==> config.mk <==
export PLATFORM = sky130hd
export DESIGN_NAME = heater_power_sequencer
export DESIGN_NICKNAME = d
export VERILOG_FILES = /design/src/sv/hps_pkg.sv /design/src/sv/hps_step.sv /design/src/sv/heater_power_sequencer.sv
export SDC_FILE = /design/constraint.sdc
export NUM_CORES = 1
export LEC_CHECK = 0
export BUFFER_PORTS_ARGS = -buffer_cell sky130_fd_sc_hd__buf_2
export CAP_MARGIN = 20
export CORE_ASPECT_RATIO = 0.75
export CORE_MARGIN = 4
export CORE_UTILIZATION = 50
export DETAILED_ROUTE_END_ITERATION = 7
export GPL_TIMING_DRIVEN = 0
export MAX_ROUTING_LAYER = met4
export PLACE_DENSITY = 0.68
export SLEW_MARGIN = 15
export SYNTH_ARGS = -nofsm -noshare
export SYNTH_HDL_FRONTEND = slang
export SYNTH_SLANG_ARGS = --single-unit
==> constraint.sdc <==
create_clock -name i_clk -period 9.2 [get_ports i_clk]
set_input_delay 0.46 -clock i_clk [delete_from_list [all_inputs] [get_ports i_clk]]
set_output_delay 0.46 -clock i_clk [all_outputs]
set_load 0.005 [all_outputs]
==> src/sv/hps_pkg.sv <==
`timescale 1ns / 1ps

package hps_pkg;

    localparam int unsigned READING_W = 10;
    localparam int unsigned WAIT_W    = 16;
    localparam int unsigned CFG_IDX_W = 2;

    localparam logic [READING_W-1:0] HOT_THRESHOLD_RST = 10'd892;
    localparam logic [WAIT_W-1:0]    SAMPLE_WAIT_RST   = 16'd100;
    localparam logic [WAIT_W-1:0]    WARMUP_WAIT_RST   = 16'd1300;
    localparam logic [WAIT_W-1:0]    REBOOT_WAIT_RST   = 16'd300;

    localparam logic [CFG_IDX_W-1:0] CFG_HOT_THRESHOLD = 2'd0;
    localparam logic [CFG_IDX_W-1:0] CFG_SAMPLE_WAIT   = 2'd1;
    localparam logic [CFG_IDX_W-1:0] CFG_WARMUP_WAIT   = 2'd2;
    localparam logic [CFG_IDX_W-1:0] CFG_REBOOT_WAIT   = 2'd3;

    localparam logic [2:0] PH_START    = 3'd0;
    localparam logic [2:0] PH_INTERVAL = 3'd1;
    localparam logic [2:0] PH_WARMUP   = 3'd2;
    localparam logic [2:0] PH_REBOOT   = 3'd3;
    localparam logic [2:0] PH_MONITOR  = 3'd4;
    localparam logic [2:0] PH_RESAMPLE = 3'd5;

    typedef enum logic [5:0] {
        ST_START    = 6'b000001,
        ST_INTERVAL = 6'b000010,
        ST_WARMUP   = 6'b000100,
        ST_REBOOT   = 6'b001000,
        ST_MONITOR  = 6'b010000,
        ST_RESAMPLE = 6'b100000
    } t_phase;

    typedef struct packed {
        logic blue;
        logic red;
        logic heat;
        logic power;
    } t_drive;

    typedef struct packed {
        logic [READING_W-1:0] hot_threshold;
        logic [WAIT_W-1:0]    sample_wait;
        logic [WAIT_W-1:0]    warmup_wait;
        logic [WAIT_W-1:0]    reboot_wait;
    } t_cfg;

    typedef struct packed {
        logic [READING_W-1:0] temperature_sample;
        logic                 sense_level;
        logic                 key_level;
        logic                 key_rise;
        logic                 shutdown_fall;
    } t_item;

    typedef struct packed {
        t_phase               phase;
        logic [READING_W-1:0] latched;
        logic                 hold;
        t_drive               drive;
    } t_state;

    function automatic logic [2:0] phase_code(input t_phase ph);
        logic [2:0] code;
        unique case (ph)
            ST_START:    code = PH_START;
            ST_INTERVAL: code = PH_INTERVAL;
            ST_WARMUP:   code = PH_WARMUP;
            ST_REBOOT:   code = PH_REBOOT;
            ST_MONITOR:  code = PH_MONITOR;
            ST_RESAMPLE: code = PH_RESAMPLE;
            default:     code = PH_INTERVAL;
        endcase
        return code;
    endfunction

endpackage

==> src/sv/hps_step.sv <==
`timescale 1ns / 1ps

module hps_step
    import hps_pkg::*;
#(
    parameter int unsigned COUNT_WIDTH = 16
) (
    input  t_cfg                   i_cfg,
    input  t_state                 i_state,
    input  logic [COUNT_WIDTH-1:0] i_count,
    input  t_item                  i_item,
    output t_state                 o_state,
    output logic [COUNT_WIDTH-1:0] o_count
);

    localparam logic [COUNT_WIDTH-1:0] CNT_ONE = COUNT_WIDTH'(1);

    logic [COUNT_WIDTH-1:0] sample_load;
    logic [COUNT_WIDTH-1:0] warmup_load;
    logic [COUNT_WIDTH-1:0] reboot_load;
    logic [COUNT_WIDTH-1:0] base_cnt;
    logic                   expire;
    logic                   mon_exit;
    logic [READING_W-1:0]   rd;
    t_state                 st;
    logic [COUNT_WIDTH-1:0] cnt;

    assign sample_load = COUNT_WIDTH'(i_cfg.sample_wait);
    assign warmup_load = COUNT_WIDTH'(i_cfg.warmup_wait);
    assign reboot_load = COUNT_WIDTH'(i_cfg.reboot_wait);

    always_comb begin
        st       = i_state;
        cnt      = i_count;
        rd       = i_item.temperature_sample;
        base_cnt = i_count;
        expire   = 1'b0;
        mon_exit = 1'b0;

        if (i_item.key_rise) begin
            st.drive.heat = 1'b0;
            st.drive.red  = 1'b0;
            st.drive.blue = 1'b1;
            st.hold       = 1'b1;
        end
        if (i_item.shutdown_fall) begin
            st.drive = '0;
        end

        if (i_state.phase != ST_INTERVAL && i_state.phase != ST_START &&
            i_state.phase != ST_WARMUP && i_state.phase != ST_REBOOT &&
            i_state.phase != ST_MONITOR && i_state.phase != ST_RESAMPLE) begin
            base_cnt = sample_load;
        end
        expire = (base_cnt <= CNT_ONE);
        cnt    = expire ? '0 : base_cnt - CNT_ONE;

        unique case (i_state.phase)
            ST_START: begin
                if (expire) begin
                    st.phase = ST_INTERVAL;
                    cnt      = sample_load;
                end
            end
            ST_WARMUP: begin
                if (expire) begin
                    if (!i_item.sense_level) begin
                        st.drive.heat = 1'b0;
                        st.drive.red  = 1'b0;
                        st.drive.blue = 1'b0;
                        st.hold       = 1'b0;
                        st.phase      = ST_INTERVAL;
                        cnt           = sample_load;
                    end else if (!st.hold) begin
                        st.drive = '0;
                        st.phase = ST_REBOOT;
                        cnt      = reboot_load;
                    end else begin
                        st.phase = ST_MONITOR;
                        cnt      = '0;
                    end
                end
            end
            ST_REBOOT: begin
                if (expire) begin
                    st.drive.power = 1'b1;
                    st.phase       = ST_INTERVAL;
                    cnt            = sample_load;
                end
            end
            ST_MONITOR: begin
                cnt      = i_count;
                mon_exit = (i_state.latched > i_cfg.hot_threshold) ||
                           !i_item.key_level || !st.drive.power;
                if (!i_item.sense_level) begin
                    st.drive.heat = 1'b0;
                    st.drive.red  = 1'b0;
                    st.drive.blue = 1'b0;
                    st.hold       = 1'b0;
                    st.latched    = rd;
                    st.phase      = ST_RESAMPLE;
                    cnt           = sample_load;
                end else if (mon_exit) begin
                    st.phase = ST_INTERVAL;
                    cnt      = sample_load;
                end
            end
            ST_RESAMPLE: begin
                if (expire) begin
                    st.latched = rd;
                    mon_exit   = (i_item.sense_level && (rd > i_cfg.hot_threshold)) ||
                                 (!i_item.key_level && i_item.sense_level) ||
                                 !st.drive.power;
                    if (mon_exit) begin
                        st.phase = ST_INTERVAL;
                        cnt      = sample_load;
                    end else begin
                        st.phase = ST_MONITOR;
                        cnt      = '0;
                    end
                end
            end
            default: begin
                st.phase = ST_INTERVAL;
                if (expire) begin
                    st.latched = rd;
                    if (rd > i_cfg.hot_threshold) begin
                        st.drive.power = 1'b0;
                        st.drive.blue  = 1'b0;
                        st.drive.heat  = 1'b1;
                        st.drive.red   = 1'b1;
                        cnt            = sample_load;
                    end else if (rd < i_cfg.hot_threshold) begin
                        st.drive.power = 1'b1;
                        st.phase       = ST_WARMUP;
                        cnt            = warmup_load;
                    end else begin
                        cnt = sample_load;
                    end
                end
            end
        endcase

        o_state = st;
        o_count = cnt;
    end

endmodule

==> src/sv/heater_power_sequencer.sv <==
`timescale 1ns / 1ps

// Heater power sequencer. Each input word is one time tick and yields exactly one
// output word with the drive levels and phase after that tick. One tick is taken
// every clock cycle while o_ready is high; its result reaches the output register
// in the next cycle, since the whole tick update (edge events, one countdown step,
// one threshold compare, phase change) is a single pass of logic ahead of the
// state and output registers. o_ready follows output space: it is high when the
// output register is empty or being taken in the same cycle. Configuration writes
// take effect at once and are meant to be issued while no tick is in flight.
module heater_power_sequencer
    import hps_pkg::*;
#(
    parameter int unsigned COUNT_WIDTH = 16
) (
    input  logic                 i_clk,
    input  logic                 i_rst_n,
    input  logic                 i_cfg_we,
    input  logic [CFG_IDX_W-1:0] i_cfg_idx,
    input  logic [WAIT_W-1:0]    i_cfg_data,
    input  logic                 i_valid,
    output logic                 o_ready,
    input  logic [READING_W-1:0] i_temperature_sample,
    input  logic                 i_sense_level,
    input  logic                 i_key_level,
    input  logic                 i_key_rise,
    input  logic                 i_shutdown_fall,
    output logic                 o_valid,
    input  logic                 i_ready,
    output logic                 o_power_on,
    output logic                 o_heater_on,
    output logic                 o_red_led,
    output logic                 o_blue_led,
    output logic [2:0]           o_phase_now
);

    t_cfg                   r_cfg;
    t_state                 r_state;
    t_state                 n_state;
    logic [COUNT_WIDTH-1:0] r_count;
    logic [COUNT_WIDTH-1:0] n_count;
    logic                   r_out_valid;
    t_drive                 r_out_drive;
    logic [2:0]             r_out_phase;
    t_item                  item;
    logic                   accept;

    assign item = '{
        temperature_sample: i_temperature_sample,
        sense_level:        i_sense_level,
        key_level:          i_key_level,
        key_rise:           i_key_rise,
        shutdown_fall:      i_shutdown_fall
    };

    assign o_ready = !r_out_valid || i_ready;
    assign accept  = i_valid && o_ready;

    always_ff @(posedge i_clk) begin
        if (!i_rst_n) begin
            r_cfg.hot_threshold <= HOT_THRESHOLD_RST;
            r_cfg.sample_wait   <= SAMPLE_WAIT_RST;
            r_cfg.warmup_wait   <= WARMUP_WAIT_RST;
            r_cfg.reboot_wait   <= REBOOT_WAIT_RST;
        end else if (i_cfg_we) begin
            unique case (i_cfg_idx)
                CFG_HOT_THRESHOLD: r_cfg.hot_threshold <= i_cfg_data[READING_W-1:0];
                CFG_SAMPLE_WAIT:   r_cfg.sample_wait   <= i_cfg_data;
                CFG_WARMUP_WAIT:   r_cfg.warmup_wait   <= i_cfg_data;
                CFG_REBOOT_WAIT:   r_cfg.reboot_wait   <= i_cfg_data;
            endcase
        end
    end

    hps_step #(
        .COUNT_WIDTH(COUNT_WIDTH)
    ) u_step (
        .i_cfg   (r_cfg),
        .i_state (r_state),
        .i_count (r_count),
        .i_item  (item),
        .o_state (n_state),
        .o_count (n_count)
    );

    always_ff @(posedge i_clk) begin
        if (!i_rst_n) begin
            r_state.phase   <= ST_START;
            r_state.latched <= '0;
            r_state.hold    <= 1'b0;
            r_state.drive   <= '0;
            r_count         <= COUNT_WIDTH'(SAMPLE_WAIT_RST);
            r_out_valid     <= 1'b0;
            r_out_drive     <= '0;
            r_out_phase     <= PH_START;
        end else begin
            if (accept) begin
                r_state     <= n_state;
                r_count     <= n_count;
                r_out_drive <= n_state.drive;
                r_out_phase <= phase_code(n_state.phase);
                r_out_valid <= 1'b1;
            end else if (i_ready) begin
                r_out_valid <= 1'b0;
            end
        end
    end

    assign o_valid     = r_out_valid;
    assign o_power_on  = r_out_drive.power;
    assign o_heater_on = r_out_drive.heat;
    assign o_red_led   = r_out_drive.red;
    assign o_blue_led  = r_out_drive.blue;
    assign o_phase_now = r_out_phase;

`ifndef SYNTH
    a_monitor_no_count: assert property (@(posedge i_clk) disable iff (!i_rst_n)
        r_state.phase == ST_MONITOR |-> r_count == '0)
        else $error("monitor phase with a running countdown");

    a_accept_fills_out: assert property (@(posedge i_clk) disable iff (!i_rst_n)
        accept |=> r_out_valid)
        else $error("accepted tick produced no output word");

    a_out_matches_state: assert property (@(posedge i_clk) disable iff (!i_rst_n)
        r_out_valid |-> (r_out_phase == phase_code(r_state.phase) &&
                         r_out_drive == r_state.drive))
        else $error("output word out of step with sequencer state");

    a_hold_set_by_key: assert property (@(posedge i_clk) disable iff (!i_rst_n)
        (r_state.hold && !$past(r_state.hold)) |-> $past(accept && i_key_rise))
        else $error("hold flag set without a key rise");
`endif

endmodule
## Word level (Yosys, flattened, before mapping)

Index checks and enable logic that the tools add are counted.

- RAM bits: 0
- ROM bits: 0
- Bits in latches: 0
- Logic and storage cells: 116
- Register bits after elaboration: 99
- Memories kept: 0
- Input bits: 37
- Output and inout bits: 9

- Multipliers: 0
- Multiplexer cells: 45
- Equality and inequality tests: 22
- Reductions and logical operators: 29
- Order comparisons: 4
- Shift operators: 0
- Divide/modulo/power cells: 0
- Add/subtract/negate cells: 1
- Bitwise logic cells: 1

Operators by type and width:

| kind | count |
|---|---|
| two-way mux 16 bit | 14 |
| one-hot mux 16 bit (4 select lines) | 1 |
| two-way mux 6 bit | 6 |
| one-hot mux 10 bit (3 select lines) | 1 |
| one-hot mux 6 bit (4 select lines) | 1 |
| > comparator 10 bit | 2 |
| less-or-equal comparator 16 x 1 -> 1 bit (second input constant) | 1 |
| two-way mux 4 bit | 4 |
| subtractor 16 x 1 -> 16 bit (second input constant) | 1 |
| two-way mux 5 bit | 3 |
| one-hot mux 3 bit (5 select lines) | 1 |
| two-way mux 14 bit | 1 |
| == test 6 x 1 -> 1 bit (second input constant) | 2 |
| == test 6 x 3 -> 1 bit (second input constant) | 2 |
| == test 6 x 4 -> 1 bit (second input constant) | 2 |
| == test 6 x 5 -> 1 bit (second input constant) | 2 |
| == test 6 bit (second input constant) | 2 |
| less-than comparator 10 bit | 1 |
| AND reduction 2 bit | 5 |
| two-way mux 3 bit | 3 |
| one-hot mux 3 bit (3 select lines) | 1 |
| OR reduction 3 bit | 3 |
| logical AND 1 bit | 8 |
| two-way mux 1 bit | 7 |
| other kinds (20) | 28 |

## Longest topological paths before layout

- Word-level depth: 12
- Depth in mapped cells: 18
- Mapped depth without buffers: 14

## Modules after synthesis

Synthesis repeated with hierarchy kept, for this count alone.

- Cells, all modules: 913
- Area, all modules: 6871.6 µm²

By module, submodules not included:

| module | instances | cells an instance | area each (µm²) | sequential area each (µm²) |
|---|---|---|---|---|
| heater_power_sequencer | 1 | 456 | 3809.9 | 1981.9 |
| hps_step | 1 | 457 | 3061.7 | 0.0 |

## Worst setup path after synthesis

No wires, ideal clock.

- Path type: register to register
- Start: reg r_state[16] in the netlist's numbering
- End: reg r_count[0]
- Path buffers: 5
- Path slack: 4563 ps
- Cell stages (with the launch flop): 19
- Arrival: 4504 ps
- Path through: dfxtp_1 -> clkbuf_1 -> or4_1 -> a21oi_1 -> a21o_1 -> buf_2 -> buf_1 -> mux2i_1 -> ha_1 -> clkbuf_1 -> nor2_1 -> or4b_4 -> or3_1 -> a2bb2oi_2 -> a311oi_2 -> o21ai_2 -> buf_6 -> a221oi_1 -> nor3_1

- Word-level cells in the longest chain between the ends: 10

Ends and longest elaborated chain:

| what | line | RTL |
|---|---|---|
| start, declared | heater_power_sequencer.sv:38 | `t_state r_state;` |
| start signal, assigned | heater_power_sequencer.sv:98 | `r_state <= n_state;` |
| inequality test 6 x 2 -> 1 bit or inequality test 6 x 1 -> 1 bit (tied branches) | hps_step.sv:50 | `if (i_state.phase != ST_INTERVAL && i_state.phase != ST_START &&` |
| logical AND 1 bit (2 in series) | hps_step.sv:50 |  |
| logical AND 1 bit (2 in series) | hps_step.sv:51 | `i_state.phase != ST_WARMUP && i_state.phase != ST_REBOOT &&` |
| logical AND 1 bit | hps_step.sv:52 | `i_state.phase != ST_MONITOR && i_state.phase != ST_RESAMPLE) begin` |
| two-way mux 16 bit | hps_step.sv:50 |  |
| subtractor 16 x 1 -> 16 bit or less-or-equal comparator 16 x 1 -> 1 bit (tied branches) | hps_step.sv:56, hps_step.sv:55 |  |
| two-way mux 16 bit, on equally long branches | - |  |
| one-hot mux 16 bit (4 select lines) | hps_step.sv:58 | `unique case (i_state.phase)` |
| end signal, assigned | heater_power_sequencer.sv:92 | `r_count <= COUNT_WIDTH'(SAMPLE_WAIT_RST);` |
| end signal, assigned | heater_power_sequencer.sv:99 | `r_count <= n_count;` |
| end, declared | heater_power_sequencer.sv:40 | `logic [COUNT_WIDTH-1:0] r_count;` |

Several ways; a longest one is shown, not always the timed one.
A chain may end at the register's enable or synchronous reset.

## Final worst setup path

- Start: reg r_state[16] in the netlist's numbering
- End: reg r_count[4]

Same word-level chain as after synthesis.

==> out/qor.tcl <==
set qor(design.final.nets) 928
set qor(synth_most_common_cell) {sky130_fd_sc_hd__nand2_1}
set qor(crit_chain) {clkbuf_1 > or4_1 > a21oi_1 > a21o_1 > buf_2 > buf_1 > mux2i_1 > ha_1 > clkbuf_1 > nor2_1 > or4b_4 > or3_1 > a2bb2oi_2 > a311oi_2 > o21ai_2 > buf_6 > o22ai_1 > a31oi_1}
set qor(setup_tns_ns) 0
set qor(grt_first_pass_wirelength_um) 32100
set qor(count_of_antenna_violating_nets_left_after_detailed_routing) 0
set qor(cp_data_required_time_ns) 9.42
set qor(critical_path_cell_count) 18
set qor(gp_routability_congestion) 1.03
set qor(cell_area_synth_um2) 6050
set qor(setup_viol) 0
set qor(pin_count) 46
set qor(final-hold-violation-count) 0
set qor(max_stage_delay_ns) 0.63
set qor(cts_tree) {done}
set qor(cpMostUsedCell) {sky130_fd_sc_hd__clkbuf_1}
set qor(cts.repair_timing.setup_buffer_count) 0
set qor(worst-r2r-cell-count) 18
set qor(crit_family) {compound AO/OA/AOI/OAI gates}
set qor(area.growth.synth_to_final_pct) 12.2
set qor(dr_total_vias) 6405
set qor(cts-root-to-sink-buffers) 2
set qor(synthSimpleGateAreaFrac) 0.259
set qor(grt_antenna_before_repair) 0
set qor(cts_repair_resize_count) 0
set qor(run_status) {completed}
set qor(finalClockSkew_ns) 0.0123
set qor(maxSlewViolCount) 0
set qor(htree_levels) 3
set qor(post_synth_fa_ha_maj_area_fraction) 0.0455
set qor(fmaxAchievable_ghz) 0.168
set qor(synth_xor_xnor_area_share) 0.0261
set qor(yosys.area.top_type_share) 0.328
set qor(worst_ir_drop_vdd_mv) 0.101
set qor(nFillCells) 1131
set qor(yosysTopAreaCell) {sky130_fd_sc_hd__dfxtp_1}
set qor(worst_tran_pin_value_ns) 0.975
set qor(instances_no_fill) 1036
set qor(drt-wirelength-per-cell_um) 20.0
set qor(setup_repair_after_global_routing_missed_its_margin) {false}
set qor(syn-instance-count) 814
set qor(worst_path_max_delay_cell) {sky130_fd_sc_hd__or4_1}
set qor(largest_cells_by_area_after_synthesis) {sky130_fd_sc_hd__dfxtp_1, sky130_fd_sc_hd__nand2_1, sky130_fd_sc_hd__a21oi_1}
set qor(synth_mux_area_frac) 0.0472
set qor(std_cell_rows) 34
set qor(placeableCoreArea_um2) 11700
set qor(ctsHoldBuffers) 0
set qor(syn_area_per_cell_um2) 7.43
set qor(seq_total_area_yosys) 0.328
set qor(chip_height_um) 103
set qor(ys_seq_elements) 99
set qor(grt_max_degree) 22
set qor(combinational_family_with_the_most_area_after_synthesis) {simple AND/OR/NAND/NOR gates}
set qor(first_global_vias) 5868
set qor(max_cap_violation_count) 0
set qor(chipWidth_um) 135
set qor(endpoint_kind) {flop}
set qor(async_set_or_reset_flop_fraction_in_the_synthesized_netlist) 0
set qor(placedCellCount) 1019
set qor(hp-class) {in2reg}
set qor(ys_types) 71
set qor(power.static_leakage_nw) 2.76
set qor(post-route-min-period_ns) 5.97
set qor(layout_worst_path_cycle_share) 0.648
set qor(power_density_nw_per_um2) 168
set qor(number_of_buffers_created_by_cts) 9
set qor(clock_insertion_delay_worst_skew_ns) 0.36
set qor(port_buffers) 43
set qor(synth_warnings) 0
set qor(worst_slew_margin_rel) 0.332
set qor(antenna_cells) 0
set qor(ys_dominant_reg_cell) {sky130_fd_sc_hd__dfxtp_1}
set qor(track_usage) 0.306
set qor(fin_total_pwr_mw) 1.14
set qor(dr.pass1.iters) 5
set qor(yosys-top-cells-count) {sky130_fd_sc_hd__nand2_1, sky130_fd_sc_hd__dfxtp_1, sky130_fd_sc_hd__a21oi_1}
set qor(die_area_um2) 13900
set qor(detailedPlacementHpwl_um) 15500
set qor(drive_above_1_share) 0.101
set qor(ctsRootBufferMaster) {sky130_fd_sc_hd__clkbuf_16}
set qor(critical_path_peak_fanout) 10
set qor(clock-sinks) 99
set qor(synthesis.nets) 873
set qor(wl_um) 20700
set qor(crit_path_start_kind) {flop}
set qor(timing_worst_setup_path_type) {reg2reg}
set qor(dr.first_iter.drc_count) 673
set qor(globalRoute.totalOverflow) 0
set qor(hold_depth) 3
set qor(synth-edff-count) 0
set qor(avgViaCountPerCell) 6.18
set qor(starting_density) 0.517
set qor(critical_path.n_buffers_inverters) 5
set qor(arrival_time_reported_for_the_critical_path_endpoint_ns) 6.18
set qor(drc_violations_left) 0
set qor(synth_compound_gate_area_share) 0.238
set qor(cts.clk_slew.worst_paths_ns) 0.08
cell families (layout without fill, tap and decap cells):
logic type,count (synthesis),count (layout)
DFF,99,99
and+or+nand+nor,338,338
xor gates and xnor gates,18,18
adders and majority gates,22,22
buffers and inverters,84,144
AOI/OAI and AO/OA,225,225
muxes,28,28
where the power goes:
group	leakage (nW)	internal, mW	switching [mW]
Combinational	1.79	0.0946	0.173
Sequential	0.809	0.449	0.0206
Clock	0.153	0.198	0.206
worst paths after layout:
kind                                          startpoint                 endpoint  slack [ns]
worst max register to register  r_state[16]$_SDFFE_PN0P_  r_count[4]$_SDFFE_PN0P_        3.23
worst min register to register     r_cfg[0]$_SDFFE_PN0P_    r_cfg[0]$_SDFFE_PN0P_        0.46
worst max-delay path            r_state[16]$_SDFFE_PN0P_  r_count[4]$_SDFFE_PN0P_        3.23
worst min-delay path                      i_cfg_data[10]   r_cfg[26]$_SDFFE_PN1P_        0.35
stage by stage:
| step | hold WS (ns) | area, µm² | util | setup WS, ns |
|---|---|---|---|---|
| after CTS | 0.351 | 6780 | 0.580 | 3.38 |
| after floorplan | 0.432 | 6050 | - | 4.56 |
| after global placement | 0.441 | 6470 | 0.553 | 3.44 |
| final | 0.353 | 6790 | 0.580 | 3.23 |
| after detailed placement | 0.447 | 6470 | 0.553 | 3.40 |
| after global routing | 0.367 | 6790 | 0.580 | 2.95 |
routing by layer:
metal,vias up,track usage,share of wire
met3,48,0.0600,0.11
li1,3040,-,-
met5,-,-,0
met4,0,0.0906,0.021
met2,349,0.449,0.42
met1,2968,0.430,0.45
layout make-up:
cell class,instances,area [µm²],area share
multi-input cells,631,3730,0.550
flip-flops and latches,99,1980,0.292
plain buffers,58,240,0.0354
clock buffers,9,225,0.0332
repair buffers,44,220,0.0324
well taps,162,203,0.0299
inverters,26,97.6,0.0144
clock inverters,7,88.8,0.0131
state kept, by name, indices dropped and copies added (netlist names):
register,count
o_phase_now,3
o_red_led,1
o_power_on,1
o_valid,1
o_heater_on,1
o_blue_led,1
r_cfg,58
r_count,16
r_state,17
worst register-to-register path: stages (launching register included):
cell and delay (ns):
sky130_fd_sc_hd__dfxtp_1 0.30, sky130_fd_sc_hd__clkbuf_1 0.18, sky130_fd_sc_hd__or4_1 0.63, sky130_fd_sc_hd__a21oi_1 0.41, sky130_fd_sc_hd__a21o_1 0.13, sky130_fd_sc_hd__buf_2 0.21
sky130_fd_sc_hd__buf_1 0.48, sky130_fd_sc_hd__mux2i_1 0.37, sky130_fd_sc_hd__ha_1 0.20, sky130_fd_sc_hd__clkbuf_1 0.38, sky130_fd_sc_hd__nor2_1 0.14, sky130_fd_sc_hd__or4b_4 0.58
sky130_fd_sc_hd__or3_1 0.38, sky130_fd_sc_hd__a2bb2oi_2 0.23, sky130_fd_sc_hd__a311oi_2 0.32, sky130_fd_sc_hd__o21ai_2 0.22, sky130_fd_sc_hd__buf_6 0.21, sky130_fd_sc_hd__o22ai_1 0.31
sky130_fd_sc_hd__a31oi_1 0.14
cells in the final DEF, fill, tap and decap left out, types with 5 or more instances in the layout:
cell type                   Yosys  layout
sky130_fd_sc_hd__a211o_1        7       7
sky130_fd_sc_hd__a211oi_1      11      11
sky130_fd_sc_hd__a21o_1         5       5
sky130_fd_sc_hd__a21oi_1       84      84
sky130_fd_sc_hd__a221oi_1       5       5
sky130_fd_sc_hd__a31oi_1       14      14
sky130_fd_sc_hd__and3_1        11      11
sky130_fd_sc_hd__buf_2          3      47
sky130_fd_sc_hd__clkbuf_1      50      50
sky130_fd_sc_hd__clkbuf_16      0       9
sky130_fd_sc_hd__dfxtp_1       99      99
sky130_fd_sc_hd__ha_1          22      22
sky130_fd_sc_hd__inv_1         26      26
sky130_fd_sc_hd__mux2i_1       24      24
sky130_fd_sc_hd__nand2_1      156     156
sky130_fd_sc_hd__nand2b_1       7       7
sky130_fd_sc_hd__nand3_1       24      24
sky130_fd_sc_hd__nand4_1        8       8
sky130_fd_sc_hd__nor2_1        59      59
sky130_fd_sc_hd__nor3_1        21      21
sky130_fd_sc_hd__nor4_1        13      13
sky130_fd_sc_hd__o211ai_1      13      13
sky130_fd_sc_hd__o21ai_0       44      44
sky130_fd_sc_hd__or2_2          7       7
sky130_fd_sc_hd__or3_1          5       5
sky130_fd_sc_hd__or4_1          5       5
sky130_fd_sc_hd__xnor2_1       11      11
sky130_fd_sc_hd__xor2_1         7       7
(Power assumes the default switching activity.)
